### src/hw/rtl/assert_macros.svh
// ----------------------------------------------------------------------------
// Assertion macros
// Shared concurrent assertion macros for the Ascii85 encoder RTL.
// ----------------------------------------------------------------------------
`ifndef ASSERT_MACROS_SVH
`define ASSERT_MACROS_SVH

`ifndef SYNTHESIS

// Plain property, checked at every rising edge outside reset.
`define A85_ASSERT(label, clk, rst_n, prop, msg) \
  label: assert property (@(posedge clk) disable iff (!rst_n) prop) else $error(msg);

// Same-cycle implication.
`define A85_ASSERT_IMP(label, clk, rst_n, ante, cons, msg) \
  label: assert property (@(posedge clk) disable iff (!rst_n) (ante) |-> (cons)) \
    else $error(msg);

// Next-cycle implication.
`define A85_ASSERT_NXT(label, clk, rst_n, ante, cons, msg) \
  label: assert property (@(posedge clk) disable iff (!rst_n) (ante) |=> (cons)) \
    else $error(msg);

`else

`define A85_ASSERT(label, clk, rst_n, prop, msg)
`define A85_ASSERT_IMP(label, clk, rst_n, ante, cons, msg)
`define A85_ASSERT_NXT(label, clk, rst_n, ante, cons, msg)

`endif

`endif

### src/hw/rtl/a85_pkg.sv
// ----------------------------------------------------------------------------
// Ascii85 encoder package
// Types, codes and character constants shared by the encoder modules.
// ----------------------------------------------------------------------------
package a85_pkg;

  // Input commands.
  typedef enum logic [1:0] {
    CMD_START  = 2'd0,
    CMD_DATA   = 2'd1,
    CMD_FINISH = 2'd2
  } cmd_e;

  // Configuration register indexes.
  typedef enum logic [1:0] {
    CFG_LINE_WIDTH = 2'd0,
    CFG_BEGIN_TAG  = 2'd1,
    CFG_END_TAG    = 2'd2
  } cfg_idx_e;

  // Work handed from the front to the back.
  typedef enum logic [1:0] {
    JOB_START  = 2'd0,
    JOB_GROUP  = 2'd1,
    JOB_FINISH = 2'd2
  } job_kind_e;

  typedef enum logic [1:0] {
    CV_IDLE = 2'd0,
    CV_RUN  = 2'd1,
    CV_DONE = 2'd2
  } conv_state_e;

  typedef enum logic [3:0] {
    E_IDLE        = 4'd0,
    E_OPEN_LT     = 4'd1,
    E_OPEN_TILDE  = 4'd2,
    E_DIGIT       = 4'd3,
    E_WRAP        = 4'd4,
    E_FIN_WRAP    = 4'd5,
    E_CLOSE_TILDE = 4'd6,
    E_CLOSE_GT    = 4'd7,
    E_FIN_NL      = 4'd8
  } emit_state_e;

  localparam logic [7:0] CH_BANG  = 8'h21;
  localparam logic [7:0] CH_Z     = 8'h7a;
  localparam logic [7:0] CH_LT    = 8'h3c;
  localparam logic [7:0] CH_GT    = 8'h3e;
  localparam logic [7:0] CH_TILDE = 8'h7e;
  localparam logic [7:0] CH_NL    = 8'h0a;

  localparam logic [7:0] LINE_WIDTH_RST = 8'd72;
  localparam logic [7:0] OPEN_TAG_POS   = 8'd2;

  // x / 85 == (x * RECIP_MULT) >> RECIP_SHIFT for every 32-bit x.
  localparam int unsigned RADIX       = 85;
  localparam logic [31:0] RECIP_MULT  = 32'hC0C0C0C1;
  localparam int unsigned RECIP_SHIFT = 38;
  localparam logic [2:0]  NUM_DIGITS  = 3'd5;

  typedef struct packed {
    job_kind_e   kind;
    logic [31:0] word;
    logic [2:0]  ndig;
    logic        zero;
  } job_t;

  typedef struct packed {
    job_kind_e        kind;
    logic [2:0]       ndig;
    logic [4:0][7:0]  chars;
  } conv_job_t;

  typedef struct packed {
    logic [7:0] line_width;
    logic       begin_en;
    logic       end_en;
  } cfg_t;

endpackage

### src/hw/rtl/a85_if.sv
// ----------------------------------------------------------------------------
// Ascii85 encoder channels
// Valid/ready interfaces for the input, output and configuration channels.
// ----------------------------------------------------------------------------
interface a85_in_if;
  logic       valid;
  logic       ready;
  logic [1:0] cmd;
  logic [7:0] data_byte;

  modport source (output valid, cmd, data_byte, input ready);
  modport sink   (input valid, cmd, data_byte, output ready);
endinterface

interface a85_out_if;
  logic       valid;
  logic       ready;
  logic [7:0] out_char;
  logic       last;

  modport source (output valid, out_char, last, input ready);
  modport sink   (input valid, out_char, last, output ready);
endinterface

interface a85_cfg_if;
  logic       valid;
  logic       ready;
  logic [1:0] index;
  logic [7:0] data;

  modport source (output valid, index, data, input ready);
  modport sink   (input valid, index, data, output ready);
endinterface

### src/hw/rtl/ascii85_stream_encoder.sv
// ----------------------------------------------------------------------------
// Ascii85 stream encoder
// Top level: configuration registers, front, job queue, converter, emitter.
// ----------------------------------------------------------------------------
// The encoder takes one command word per cycle while its job queue of
// QUEUE_DEPTH entries has room, and gives at most one character per cycle.
// A full group is split into base-85 digits by one 32x32 reciprocal
// multiplier, one digit a cycle; the emitter takes a group while idle and
// then gives its characters and inserted newlines one after another.
// Conversion of one group overlaps emission of the one before. The last
// character of each command is flagged with last; start with the opening
// marker disabled, and data bytes inside a group, give no characters.
module ascii85_stream_encoder #(
  parameter int unsigned QUEUE_DEPTH = 4
) (
  input  logic       clk_i,
  input  logic       rst_ni,
  a85_in_if.sink     in_i,
  a85_out_if.source  out_o,
  a85_cfg_if.sink    cfg_i
);

  a85_pkg::cfg_t      cfg_q;
  a85_pkg::job_t      push_job, pop_job;
  a85_pkg::conv_job_t conv_job;
  logic               push_valid, push_ready;
  logic               pop_valid, pop_ready;
  logic               conv_valid, conv_ready;

  assign cfg_i.ready = 1'b1;

  always_ff @(posedge clk_i or negedge rst_ni) begin
    if (!rst_ni) begin
      cfg_q.line_width <= a85_pkg::LINE_WIDTH_RST;
      cfg_q.begin_en   <= 1'b0;
      cfg_q.end_en     <= 1'b0;
    end else if (cfg_i.valid && cfg_i.ready) begin
      case (a85_pkg::cfg_idx_e'(cfg_i.index))
        a85_pkg::CFG_LINE_WIDTH: cfg_q.line_width <= cfg_i.data;
        a85_pkg::CFG_BEGIN_TAG:  cfg_q.begin_en   <= cfg_i.data[0];
        a85_pkg::CFG_END_TAG:    cfg_q.end_en     <= cfg_i.data[0];
        default: begin
          cfg_q <= cfg_q;
        end
      endcase
    end
  end

  a85_front u_front (
    .clk_i        (clk_i),
    .rst_ni       (rst_ni),
    .in_i         (in_i),
    .push_valid_o (push_valid),
    .push_ready_i (push_ready),
    .push_job_o   (push_job)
  );

  a85_fifo #(
    .DEPTH (QUEUE_DEPTH)
  ) u_fifo (
    .clk_i        (clk_i),
    .rst_ni       (rst_ni),
    .push_valid_i (push_valid),
    .push_ready_o (push_ready),
    .push_job_i   (push_job),
    .pop_valid_o  (pop_valid),
    .pop_ready_i  (pop_ready),
    .pop_job_o    (pop_job)
  );

  a85_conv u_conv (
    .clk_i       (clk_i),
    .rst_ni      (rst_ni),
    .in_valid_i  (pop_valid),
    .in_ready_o  (pop_ready),
    .in_job_i    (pop_job),
    .out_valid_o (conv_valid),
    .out_ready_i (conv_ready),
    .out_job_o   (conv_job)
  );

  a85_emit u_emit (
    .clk_i       (clk_i),
    .rst_ni      (rst_ni),
    .cfg_i       (cfg_q),
    .job_valid_i (conv_valid),
    .job_ready_o (conv_ready),
    .job_i       (conv_job),
    .out_o       (out_o)
  );

endmodule

### src/hw/rtl/a85_fifo.sv
// ----------------------------------------------------------------------------
// Ascii85 job queue
// Small first-in first-out queue of jobs between the front and the converter.
// ----------------------------------------------------------------------------
`include "assert_macros.svh"

module a85_fifo #(
  parameter int unsigned DEPTH = 4
) (
  input  logic            clk_i,
  input  logic            rst_ni,
  input  logic            push_valid_i,
  output logic            push_ready_o,
  input  a85_pkg::job_t   push_job_i,
  output logic            pop_valid_o,
  input  logic            pop_ready_i,
  output a85_pkg::job_t   pop_job_o
);

  localparam int unsigned PTR_W = $clog2(DEPTH);
  localparam int unsigned CNT_W = $clog2(DEPTH + 1);

  a85_pkg::job_t            mem_q [DEPTH];
  logic [PTR_W-1:0]         wr_ptr_q, wr_ptr_d;
  logic [PTR_W-1:0]         rd_ptr_q, rd_ptr_d;
  logic [CNT_W-1:0]         count_q, count_d;
  logic                     push, pop;

  assign push_ready_o = (count_q != CNT_W'(DEPTH));
  assign pop_valid_o  = (count_q != '0);
  assign pop_job_o    = mem_q[rd_ptr_q];
  assign push         = push_valid_i && push_ready_o;
  assign pop          = pop_valid_o && pop_ready_i;

  always_comb begin
    wr_ptr_d = wr_ptr_q;
    rd_ptr_d = rd_ptr_q;
    count_d  = count_q;
    if (push) begin
      wr_ptr_d = (wr_ptr_q == PTR_W'(DEPTH - 1)) ? '0 : wr_ptr_q + PTR_W'(1);
    end
    if (pop) begin
      rd_ptr_d = (rd_ptr_q == PTR_W'(DEPTH - 1)) ? '0 : rd_ptr_q + PTR_W'(1);
    end
    if (push && !pop) begin
      count_d = count_q + CNT_W'(1);
    end else if (pop && !push) begin
      count_d = count_q - CNT_W'(1);
    end
  end

  always_ff @(posedge clk_i or negedge rst_ni) begin
    if (!rst_ni) begin
      wr_ptr_q <= '0;
      rd_ptr_q <= '0;
      count_q  <= '0;
    end else begin
      wr_ptr_q <= wr_ptr_d;
      rd_ptr_q <= rd_ptr_d;
      count_q  <= count_d;
    end
  end

  always_ff @(posedge clk_i) begin
    if (push) begin
      mem_q[wr_ptr_q] <= push_job_i;
    end
  end

  `A85_ASSERT(a_fifo_count_range, clk_i, rst_ni, (count_q <= CNT_W'(DEPTH)), "queue overfilled")
  `A85_ASSERT_NXT(a_fifo_count_up, clk_i, rst_ni, push && !pop, count_q == $past(count_q) + CNT_W'(1), "queue count lost a word")

endmodule

### src/hw/rtl/a85_front.sv
// ----------------------------------------------------------------------------
// Ascii85 front
// Accepts command words, packs data bytes into groups and queues jobs.
// ----------------------------------------------------------------------------
module a85_front (
  input  logic            clk_i,
  input  logic            rst_ni,
  a85_in_if.sink          in_i,
  output logic            push_valid_o,
  input  logic            push_ready_i,
  output a85_pkg::job_t   push_job_o
);

  logic [31:0] group_q, group_d;
  logic [1:0]  byte_cnt_q, byte_cnt_d;
  logic [31:0] word_new;
  logic        accept;

  assign in_i.ready = push_ready_i;
  assign accept     = in_i.valid && in_i.ready;

  always_comb begin
    // Bytes land big-endian: the first byte of a group is the top byte.
    word_new = group_q;
    word_new[{~byte_cnt_q, 3'b000} +: 8] = in_i.data_byte;

    group_d         = group_q;
    byte_cnt_d      = byte_cnt_q;
    push_valid_o    = 1'b0;
    push_job_o.kind = a85_pkg::JOB_START;
    push_job_o.word = group_q;
    push_job_o.ndig = 3'd0;
    push_job_o.zero = 1'b0;

    case (a85_pkg::cmd_e'(in_i.cmd))
      a85_pkg::CMD_START: begin
        push_valid_o = accept;
        if (accept) begin
          group_d    = '0;
          byte_cnt_d = '0;
        end
      end
      a85_pkg::CMD_DATA: begin
        push_job_o.kind = a85_pkg::JOB_GROUP;
        push_job_o.word = word_new;
        push_job_o.zero = (word_new == '0);
        push_job_o.ndig = (word_new == '0) ? 3'd1 : a85_pkg::NUM_DIGITS;
        push_valid_o    = accept && (byte_cnt_q == 2'd3);
        if (accept) begin
          if (byte_cnt_q == 2'd3) begin
            group_d    = '0;
            byte_cnt_d = '0;
          end else begin
            group_d    = word_new;
            byte_cnt_d = byte_cnt_q + 2'd1;
          end
        end
      end
      a85_pkg::CMD_FINISH: begin
        // A partial group of n bytes flushes as n+1 digits.
        push_job_o.kind = a85_pkg::JOB_FINISH;
        push_job_o.ndig = (byte_cnt_q == 2'd0) ? 3'd0 : {1'b0, byte_cnt_q} + 3'd1;
        push_valid_o    = accept;
        if (accept) begin
          group_d    = '0;
          byte_cnt_d = '0;
        end
      end
      default: begin
        push_valid_o = 1'b0;
      end
    endcase
  end

  always_ff @(posedge clk_i or negedge rst_ni) begin
    if (!rst_ni) begin
      group_q    <= '0;
      byte_cnt_q <= '0;
    end else begin
      group_q    <= group_d;
      byte_cnt_q <= byte_cnt_d;
    end
  end

endmodule

### src/hw/rtl/a85_conv.sv
// ----------------------------------------------------------------------------
// Ascii85 digit converter
// Splits a 32-bit group into five base-85 digit characters, or a z for a zero group, one step a cycle.
// ----------------------------------------------------------------------------
`include "assert_macros.svh"

module a85_conv (
  input  logic                clk_i,
  input  logic                rst_ni,
  input  logic                in_valid_i,
  output logic                in_ready_o,
  input  a85_pkg::job_t       in_job_i,
  output logic                out_valid_o,
  input  logic                out_ready_i,
  output a85_pkg::conv_job_t  out_job_o
);

  a85_pkg::conv_state_e state_q, state_d;
  a85_pkg::conv_job_t   job_q, job_d;
  logic [2:0]           cnt_q, cnt_d;
  logic [31:0]          val_q, val_d;
  logic [31:0]          vprev_q;
  logic [63:0]          prod;
  logic [31:0]          quot;
  logic [31:0]          rem_full;
  logic [7:0]           digit_char;
  logic                 take;
  logic                 needs_conv;

  // val_q holds the previous quotient, vprev_q the dividend it came from,
  // so the remainder of one step is formed while the next one multiplies.
  assign prod       = 64'(val_q) * 64'(a85_pkg::RECIP_MULT);
  assign quot       = 32'(prod >> a85_pkg::RECIP_SHIFT);
  assign rem_full   = vprev_q - val_q * 32'(a85_pkg::RADIX);
  assign digit_char = {1'b0, rem_full[6:0]} + a85_pkg::CH_BANG;
  assign needs_conv = ((in_job_i.kind == a85_pkg::JOB_GROUP) && !in_job_i.zero) ||
                      ((in_job_i.kind == a85_pkg::JOB_FINISH) && (in_job_i.ndig != 3'd0));

  // Next state.
  always_comb begin
    state_d = state_q;
    case (state_q)
      a85_pkg::CV_IDLE, a85_pkg::CV_DONE: begin
        if (take) begin
          if (in_valid_i) begin
            state_d = needs_conv ? a85_pkg::CV_RUN : a85_pkg::CV_DONE;
          end else begin
            state_d = a85_pkg::CV_IDLE;
          end
        end
      end
      a85_pkg::CV_RUN: begin
        if (cnt_q == a85_pkg::NUM_DIGITS) begin
          state_d = a85_pkg::CV_DONE;
        end
      end
      default: begin
        state_d = a85_pkg::CV_IDLE;
      end
    endcase
  end

  // Handshake outputs.
  always_comb begin
    out_valid_o = (state_q == a85_pkg::CV_DONE);
    take        = (state_q == a85_pkg::CV_IDLE) ||
                  ((state_q == a85_pkg::CV_DONE) && out_ready_i);
    in_ready_o  = take;
  end

  // Datapath.
  always_comb begin
    job_d = job_q;
    cnt_d = cnt_q;
    val_d = val_q;
    if (take && in_valid_i) begin
      job_d.kind = in_job_i.kind;
      job_d.ndig = in_job_i.ndig;
      if (in_job_i.zero) begin
        job_d.chars[0] = a85_pkg::CH_Z;
      end
      val_d = in_job_i.word;
      cnt_d = 3'd0;
    end else if (state_q == a85_pkg::CV_RUN) begin
      cnt_d = cnt_q + 3'd1;
      val_d = quot;
      if (cnt_q != 3'd0) begin
        job_d.chars[a85_pkg::NUM_DIGITS - cnt_q] = digit_char;
      end
    end
  end

  assign out_job_o = job_q;

  always_ff @(posedge clk_i or negedge rst_ni) begin
    if (!rst_ni) begin
      state_q <= a85_pkg::CV_IDLE;
      cnt_q   <= '0;
    end else begin
      state_q <= state_d;
      cnt_q   <= cnt_d;
    end
  end

  always_ff @(posedge clk_i) begin
    job_q   <= job_d;
    val_q   <= val_d;
    vprev_q <= val_q;
  end

  `A85_ASSERT_IMP(a_conv_cnt_range, clk_i, rst_ni, state_q == a85_pkg::CV_RUN, cnt_q <= a85_pkg::NUM_DIGITS, "conversion step count out of range")
  `A85_ASSERT_IMP(a_conv_rem_range, clk_i, rst_ni, (state_q == a85_pkg::CV_RUN) && (cnt_q != 3'd0), rem_full < 32'(a85_pkg::RADIX), "base-85 remainder out of range")

endmodule

### src/hw/rtl/a85_emit.sv
// ----------------------------------------------------------------------------
// Ascii85 character emitter
// Sequences tags, digits and newlines, tracks the line position and drives
// the registered output channel.
// ----------------------------------------------------------------------------
`include "assert_macros.svh"

module a85_emit (
  input  logic                clk_i,
  input  logic                rst_ni,
  input  a85_pkg::cfg_t       cfg_i,
  input  logic                job_valid_i,
  output logic                job_ready_o,
  input  a85_pkg::conv_job_t  job_i,
  a85_out_if.source           out_o
);

  a85_pkg::emit_state_e state_q, state_d;
  a85_pkg::conv_job_t   job_q, job_d;
  logic [2:0]           dig_idx_q, dig_idx_d;
  logic [7:0]           line_pos_q, line_pos_d;
  logic                 out_valid_q;
  logic [7:0]           out_char_q;
  logic                 out_last_q;

  logic       emit_valid;
  logic [7:0] emit_char;
  logic       emit_last;
  logic       out_free;
  logic       step;
  logic       job_take;
  logic       last_dig;
  logic       is_group;
  logic       wrap_now;
  logic       fin_wrap;

  assign out_free = !out_valid_q || out_o.ready;
  assign step     = !emit_valid || out_free;
  assign job_take = job_valid_i && job_ready_o;
  assign last_dig = (dig_idx_q == job_q.ndig - 3'd1);
  assign is_group = (job_q.kind == a85_pkg::JOB_GROUP);
  assign wrap_now = (line_pos_q >= cfg_i.line_width);
  // The closing marker must fit on the line, else it starts a new one.
  assign fin_wrap = ({1'b0, line_pos_q} + 9'd2) > {1'b0, cfg_i.line_width};

  // Next state.
  always_comb begin
    state_d = state_q;
    case (state_q)
      a85_pkg::E_IDLE: begin
        if (job_take) begin
          case (job_i.kind)
            a85_pkg::JOB_START: begin
              state_d = cfg_i.begin_en ? a85_pkg::E_OPEN_LT : a85_pkg::E_IDLE;
            end
            a85_pkg::JOB_GROUP: begin
              state_d = a85_pkg::E_DIGIT;
            end
            a85_pkg::JOB_FINISH: begin
              state_d = (job_i.ndig != 3'd0) ? a85_pkg::E_DIGIT : a85_pkg::E_FIN_WRAP;
            end
            default: begin
              state_d = a85_pkg::E_IDLE;
            end
          endcase
        end
      end
      a85_pkg::E_OPEN_LT: begin
        if (step) state_d = a85_pkg::E_OPEN_TILDE;
      end
      a85_pkg::E_OPEN_TILDE: begin
        if (step) state_d = a85_pkg::E_IDLE;
      end
      a85_pkg::E_DIGIT: begin
        if (step) begin
          if (wrap_now) begin
            state_d = a85_pkg::E_WRAP;
          end else if (last_dig) begin
            state_d = is_group ? a85_pkg::E_IDLE : a85_pkg::E_FIN_WRAP;
          end
        end
      end
      a85_pkg::E_WRAP: begin
        if (step) begin
          if (last_dig) begin
            state_d = is_group ? a85_pkg::E_IDLE : a85_pkg::E_FIN_WRAP;
          end else begin
            state_d = a85_pkg::E_DIGIT;
          end
        end
      end
      a85_pkg::E_FIN_WRAP: begin
        if (step) state_d = cfg_i.end_en ? a85_pkg::E_CLOSE_TILDE : a85_pkg::E_FIN_NL;
      end
      a85_pkg::E_CLOSE_TILDE: begin
        if (step) state_d = a85_pkg::E_CLOSE_GT;
      end
      a85_pkg::E_CLOSE_GT: begin
        if (step) state_d = a85_pkg::E_FIN_NL;
      end
      a85_pkg::E_FIN_NL: begin
        if (step) state_d = a85_pkg::E_IDLE;
      end
      default: begin
        state_d = a85_pkg::E_IDLE;
      end
    endcase
  end

  // Outputs of the sequencer.
  always_comb begin
    emit_valid  = 1'b0;
    emit_char   = a85_pkg::CH_NL;
    emit_last   = 1'b0;
    job_ready_o = 1'b0;
    case (state_q)
      a85_pkg::E_IDLE: begin
        job_ready_o = 1'b1;
      end
      a85_pkg::E_OPEN_LT: begin
        emit_valid = 1'b1;
        emit_char  = a85_pkg::CH_LT;
      end
      a85_pkg::E_OPEN_TILDE: begin
        emit_valid = 1'b1;
        emit_char  = a85_pkg::CH_TILDE;
        emit_last  = 1'b1;
      end
      a85_pkg::E_DIGIT: begin
        emit_valid = 1'b1;
        emit_char  = job_q.chars[dig_idx_q];
        emit_last  = is_group && last_dig && !wrap_now;
      end
      a85_pkg::E_WRAP: begin
        emit_valid = 1'b1;
        emit_last  = is_group && last_dig;
      end
      a85_pkg::E_FIN_WRAP: begin
        emit_valid = fin_wrap;
      end
      a85_pkg::E_CLOSE_TILDE: begin
        emit_valid = 1'b1;
        emit_char  = a85_pkg::CH_TILDE;
      end
      a85_pkg::E_CLOSE_GT: begin
        emit_valid = 1'b1;
        emit_char  = a85_pkg::CH_GT;
      end
      a85_pkg::E_FIN_NL: begin
        emit_valid = 1'b1;
        emit_last  = 1'b1;
      end
      default: begin
        emit_valid = 1'b0;
      end
    endcase
  end

  // Job, digit index and line position.
  always_comb begin
    job_d      = job_q;
    dig_idx_d  = dig_idx_q;
    line_pos_d = line_pos_q;
    if (job_take) begin
      job_d     = job_i;
      dig_idx_d = 3'd0;
      if (job_i.kind == a85_pkg::JOB_START) begin
        line_pos_d = cfg_i.begin_en ? a85_pkg::OPEN_TAG_POS : 8'd0;
      end
    end else if (step) begin
      case (state_q)
        a85_pkg::E_DIGIT: begin
          if (wrap_now) begin
            line_pos_d = 8'd0;
          end else begin
            line_pos_d = line_pos_q + 8'd1;
            if (!last_dig) dig_idx_d = dig_idx_q + 3'd1;
          end
        end
        a85_pkg::E_WRAP: begin
          if (!last_dig) dig_idx_d = dig_idx_q + 3'd1;
        end
        a85_pkg::E_FIN_NL: begin
          line_pos_d = 8'd0;
        end
        default: begin
          line_pos_d = line_pos_q;
        end
      endcase
    end
  end

  always_ff @(posedge clk_i or negedge rst_ni) begin
    if (!rst_ni) begin
      state_q     <= a85_pkg::E_IDLE;
      dig_idx_q   <= '0;
      line_pos_q  <= '0;
      out_valid_q <= 1'b0;
    end else begin
      state_q    <= state_d;
      dig_idx_q  <= dig_idx_d;
      line_pos_q <= line_pos_d;
      if (out_free) begin
        out_valid_q <= emit_valid;
      end
    end
  end

  always_ff @(posedge clk_i) begin
    job_q <= job_d;
    if (out_free) begin
      out_char_q <= emit_char;
      out_last_q <= emit_last;
    end
  end

  assign out_o.valid    = out_valid_q;
  assign out_o.out_char = out_char_q;
  assign out_o.last     = out_last_q;

  `A85_ASSERT_IMP(a_emit_dig_idx, clk_i, rst_ni, (state_q == a85_pkg::E_DIGIT) || (state_q == a85_pkg::E_WRAP), dig_idx_q < job_q.ndig, "digit index past the group length")

endmodule

### src/flat_wrapper.sv
// flat-port wrapper written by rule: the top's interface ports become plain ports
module ascii85_stream_encoder_flat 
#(
  parameter int unsigned QUEUE_DEPTH = 4
)
  (clk_i, rst_ni, in_i_valid, in_i_cmd, in_i_data_byte, in_i_ready, out_o_valid, out_o_out_char, out_o_last, out_o_ready, cfg_i_valid, cfg_i_index, cfg_i_data, cfg_i_ready);
  a85_in_if in_i_i ();
  a85_out_if out_o_i ();
  a85_cfg_if cfg_i_i ();
  input  logic clk_i;
  input  logic rst_ni;
  input wire logic [$bits(in_i_i.valid)-1:0] in_i_valid;
  input wire logic [$bits(in_i_i.cmd)-1:0] in_i_cmd;
  input wire logic [$bits(in_i_i.data_byte)-1:0] in_i_data_byte;
  output wire logic [$bits(in_i_i.ready)-1:0] in_i_ready;
  output wire logic [$bits(out_o_i.valid)-1:0] out_o_valid;
  output wire logic [$bits(out_o_i.out_char)-1:0] out_o_out_char;
  output wire logic [$bits(out_o_i.last)-1:0] out_o_last;
  input wire logic [$bits(out_o_i.ready)-1:0] out_o_ready;
  input wire logic [$bits(cfg_i_i.valid)-1:0] cfg_i_valid;
  input wire logic [$bits(cfg_i_i.index)-1:0] cfg_i_index;
  input wire logic [$bits(cfg_i_i.data)-1:0] cfg_i_data;
  output wire logic [$bits(cfg_i_i.ready)-1:0] cfg_i_ready;
  assign in_i_i.valid = in_i_valid;
  assign in_i_i.cmd = in_i_cmd;
  assign in_i_i.data_byte = in_i_data_byte;
  assign in_i_ready = in_i_i.ready;
  assign out_o_valid = out_o_i.valid;
  assign out_o_out_char = out_o_i.out_char;
  assign out_o_last = out_o_i.last;
  assign out_o_i.ready = out_o_ready;
  assign cfg_i_i.valid = cfg_i_valid;
  assign cfg_i_i.index = cfg_i_index;
  assign cfg_i_i.data = cfg_i_data;
  assign cfg_i_ready = cfg_i_i.ready;
  ascii85_stream_encoder #(.QUEUE_DEPTH(QUEUE_DEPTH)) u_core (.clk_i(clk_i), .rst_ni(rst_ni), .in_i(in_i_i), .out_o(out_o_i), .cfg_i(cfg_i_i));
endmodule
### config.mk
export PLATFORM = sky130hd
export DESIGN_NAME = ascii85_stream_encoder_flat
export DESIGN_NICKNAME = d
export VERILOG_FILES = /design/src/hw/rtl/a85_pkg.sv /design/src/hw/rtl/a85_if.sv /design/src/hw/rtl/ascii85_stream_encoder.sv /design/src/hw/rtl/a85_fifo.sv /design/src/hw/rtl/a85_front.sv /design/src/hw/rtl/a85_conv.sv /design/src/hw/rtl/a85_emit.sv /design/src/flat_wrapper.sv
export VERILOG_INCLUDE_DIRS = /design/src /design/src/hw/rtl
export SDC_FILE = /design/constraint.sdc
export NUM_CORES = 1
export LEC_CHECK = 0
export BUFFER_PORTS_ARGS = -buffer_cell sky130_fd_sc_hd__buf_2
export CAP_MARGIN = 10
export CORE_ASPECT_RATIO = 1.1
export CORE_MARGIN = 5
export CORE_UTILIZATION = 63
export CTS_BUF_LIST = sky130_fd_sc_hd__clkbuf_4 sky130_fd_sc_hd__clkbuf_8
export CTS_CLUSTER_DIAMETER = 30
export CTS_CLUSTER_SIZE = 20
export DETAILED_ROUTE_END_ITERATION = 8
export GPL_ROUTABILITY_DRIVEN = 0
export PLACE_DENSITY_LB_ADDON = 0.1
export SETUP_SLACK_MARGIN = 0.2
export SYNTH_ARGS = -nofsm -noshare
export SYNTH_HDL_FRONTEND = slang
export SYNTH_SLANG_ARGS = --single-unit
### constraint.sdc
create_clock -name clk_i -period 12.21 [get_ports clk_i]
set_input_delay 0.6105 -clock clk_i [delete_from_list [all_inputs] [get_ports clk_i]]
set_output_delay 0.6105 -clock clk_i [all_outputs]
set_load 0.005 [all_outputs]
==> results.json <==
{
  "status": "completed",
  "synth_cell_types": 81,
  "final_nets": 2815,
  "finalMaxSlewViolations": 0,
  "synth_ff_type": "edfxtp_1",
  "mostFrequentLayoutCell": "inv_1",
  "synth_edf_count": 283,
  "grt_pass1_vias": 17600,
  "dieArea_sq_mm": 0.0456,
  "start_util": 0.636,
  "rsz0062_at_grt": "no",
  "post-cts-setup-buffers": 0,
  "critical_path_buf_inv_count": 2,
  "worstSetupEndpointType": "flip-flop",
  "layout-drive-gt1-share": 0.109,
  "synth-async-reset-ratio": 0.199,
  "critPathLaunchType": "flip-flop",
  "hold_buffers": 0,
  "io_buffers": 35,
  "cp_data_arrival_time_ns": 7.97,
  "cts_tree": "done",
  "fin_skew_ns": 0.0435,
  "dieHeight_microns": 224,
  "viasPerCell": 5.91,
  "clockBufferDepth": 3,
  "synth_nets": 2749,
  "period_minus_slack_ns": 7.61,
  "insertion_delay_ns": 0.63,
  "overflow": 0,
  "grt.total_usage": 0.268,
  "crit_chain": "ha_1, ha_1, fa_1, fa_1, inv_1, fa_1, fa_1, inv_1, fa_1, ha_1, ha_1, and3_1, and4_1, o2111ai_1, o22a_1, o22a_1, a31oi_1, a41oi_1, xor2_1, o21ai_1",
  "netlist_instances": 2183,
  "h-tree-depth": 3,
  "path_clk_slew_ns": 0.06,
  "relSlewSlack": 0.311,
  "io-pin-count": 37,
  "setup_ws_ns": 4.60,
  "route.detailed.drc": 0,
  "netlist_area_sq_mm": 0.0261,
  "hold_slack_ns": 0.110,
  "max_stage_delay_ns": 0.58,
  "fin_setup_tns_ns": 0,
  "fp.dieW_microns": 204,
  "numClockSinks": 362,
  "setup_viol_count_final": 0,
  "tightestPinTransition_ns": 1.03,
  "drt_iter0_markers": 1004,
  "critical_path_required_ns": 12.57,
  "worst-path-max-fanout": 7,
  "ys_seq_elements": 362,
  "hold_path.class": "in2async",
  "dp_worst_setup_slack_ns": 4.70,
  "cts-resized-gates": 0,
  "core.rowCount": 78,
  "num_vias": 16900,
  "numCtsBuffers": 71,
  "ant_nets": 0,
  "drt_wl_total_microns": 59800,
  "cts-root-buf": "clkbuf_8",
  "design.core.area_sq_mm": 0.0411,
  "grt_pass1_wl_microns": 95300,
  "crit_path_top_delay_cell": "fa_1",
  "synth_warnings": 0,
  "fin_crit_sh": 0.623,
  "synth.yosys.seq_area_share": 0.400,
  "synth_area_per_cell_sq_um": 12.0,
  "critical_path.top_delay_family": "adder cells",
  "antenna_found_initial": 2,
  "layout_common_cells": "inv_1 (383), ha_1 (369), edfxtp_1 (283)",
  "dp_hpwl_microns": 47200,
  "worst_path_most_repeated_cell": "fa_1",
  "fmax_ghz": 0.131,
  "wl_per_cell_microns": 20.8,
  "syn_to_final_growth_pct": 9.15,
  "hold_viol_final": 0,
  "grt_max_degree": 73,
  "firstDrtPassIters": 5,
  "crit_type": "reg2reg",
  "drv_cap": 0
}
-- per-layer routing --
layer	GRT usage	wire [microns]	up-vias
li1	-	-	7854
met1	0.359	24900	8405
met2	0.445	29100	554
met3	0.0479	3650	124
met4	0.0942	2100	2
met5	0	13	-
-- cell type report --
cell class,instances,area [sq um]
Clock inverter,49,599
Multi-Input combinational cell,1382,14000
Timing Repair Buffer,47,265
Inverter,385,1450
Tap cell,560,701
Sequential cell,362,10400
Clock buffer,81,1060
Fill cell,2975,12600
Antenna cell,1,2.50
-- sequential cells by signal, indices dropped and copies added (netlist names), 3 cells and up --
register	count
u_core.u_conv.out_job_o	45
u_core.u_emit.line_pos_q	8
u_core.u_emit.dig_idx_q	3
u_core.u_emit.job_q	45
u_core.u_conv.vprev_q	7
u_core.u_conv.val_q	32
u_core.u_fifo.count_q	3
u_core.cfg_q	10
u_core.u_fifo.mem_q	152
u_core.u_conv.cnt_q	3
u_core.u_front.group_q	32
u_core.u_emit.out_o.out_char	8
u_core.u_emit.state_q	4
-- per-stage QoR --
step	area, sq um	std cells	util
CTS	28500	2865	0.694
global placement	26800	2735	0.653
floorplan	26100	2183	-
finish	28500	2867	0.694
global route	28500	2866	0.694
detailed placement	26800	2735	0.653
-- cells in the mapped netlist, types with 9 or more instances --
| library cell | n | area (sq um) |
|---|---|---|
| a21o_1 | 30 | 225 |
| and2_1 | 21 | 131 |
| o211ai_1 | 10 | 75.1 |
| o21ai_0 | 75 | 375 |
| ha_1 | 369 | 4620 |
| dfrtp_1 | 70 | 1750 |
| a22o_1 | 54 | 473 |
| nor2_1 | 77 | 289 |
| nand2_1 | 103 | 387 |
| nor2b_1 | 23 | 144 |
| and3_1 | 14 | 87.6 |
| o31ai_1 | 9 | 67.6 |
| nor3_1 | 23 | 115 |
| edfxtp_1 | 283 | 8500 |
| inv_1 | 383 | 1440 |
| mux2_2 | 10 | 113 |
| clkbuf_1 | 30 | 113 |
| xnor2_1 | 40 | 350 |
| nand4_1 | 20 | 125 |
| a21oi_1 | 90 | 450 |
| xor2_1 | 20 | 175 |
| fa_1 | 172 | 3440 |
| nand3_1 | 33 | 165 |
| nand2b_1 | 9 | 56.3 |
| mux4_2 | 46 | 1040 |
-- logic make-up (layout without fill, tap and decap cells) --
group,Yosys count,in the layout,share of synthesized area
AOI/OAI and AO/OA,364,364,0.0939
xor gates and xnor gates,60,60,0.0201
adders and majority gates,541,541,0.308
buffers and inverters,439,562,0.0651
DFF,362,362,0.400
muxes,60,60,0.0455
other,1,2,0.000144
and+or+nand+nor,356,356,0.0671
-- worst paths after layout --
check / slack [ns] / depth (start not counted) / end / startpoint
setup / recovery: 4.60 / 20 / u_core.u_conv.val_q[18]$_DFFE_PP_ / u_core.u_conv.val_q[9]$_DFFE_PP_
hold / removal: 0.11 / 1 / u_core.u_emit.out_o.valid$_DFFE_PN0P_ / rst_ni
min in group clk_i: 0.20 / 3 / u_core.cfg_q[7]$_DFFE_PN0P_ / cfg_i_data[5]
setup reg to reg: 4.60 / 20 / u_core.u_conv.val_q[18]$_DFFE_PP_ / u_core.u_conv.val_q[9]$_DFFE_PP_
hold reg to reg: 0.41 / 0 / u_core.u_emit.job_q[32]$_DFFE_PP_ / u_core.u_conv.out_job_o[32]$_DFFE_PP_
max in group asynchronous: 11.34 / 1 / u_core.u_fifo.rd_ptr_q[0]$_DFFE_PN0P_ / rst_ni
Power is not shown: default switching activity piles up to over one toggle a cycle in this logic, so the estimate is an artifact.
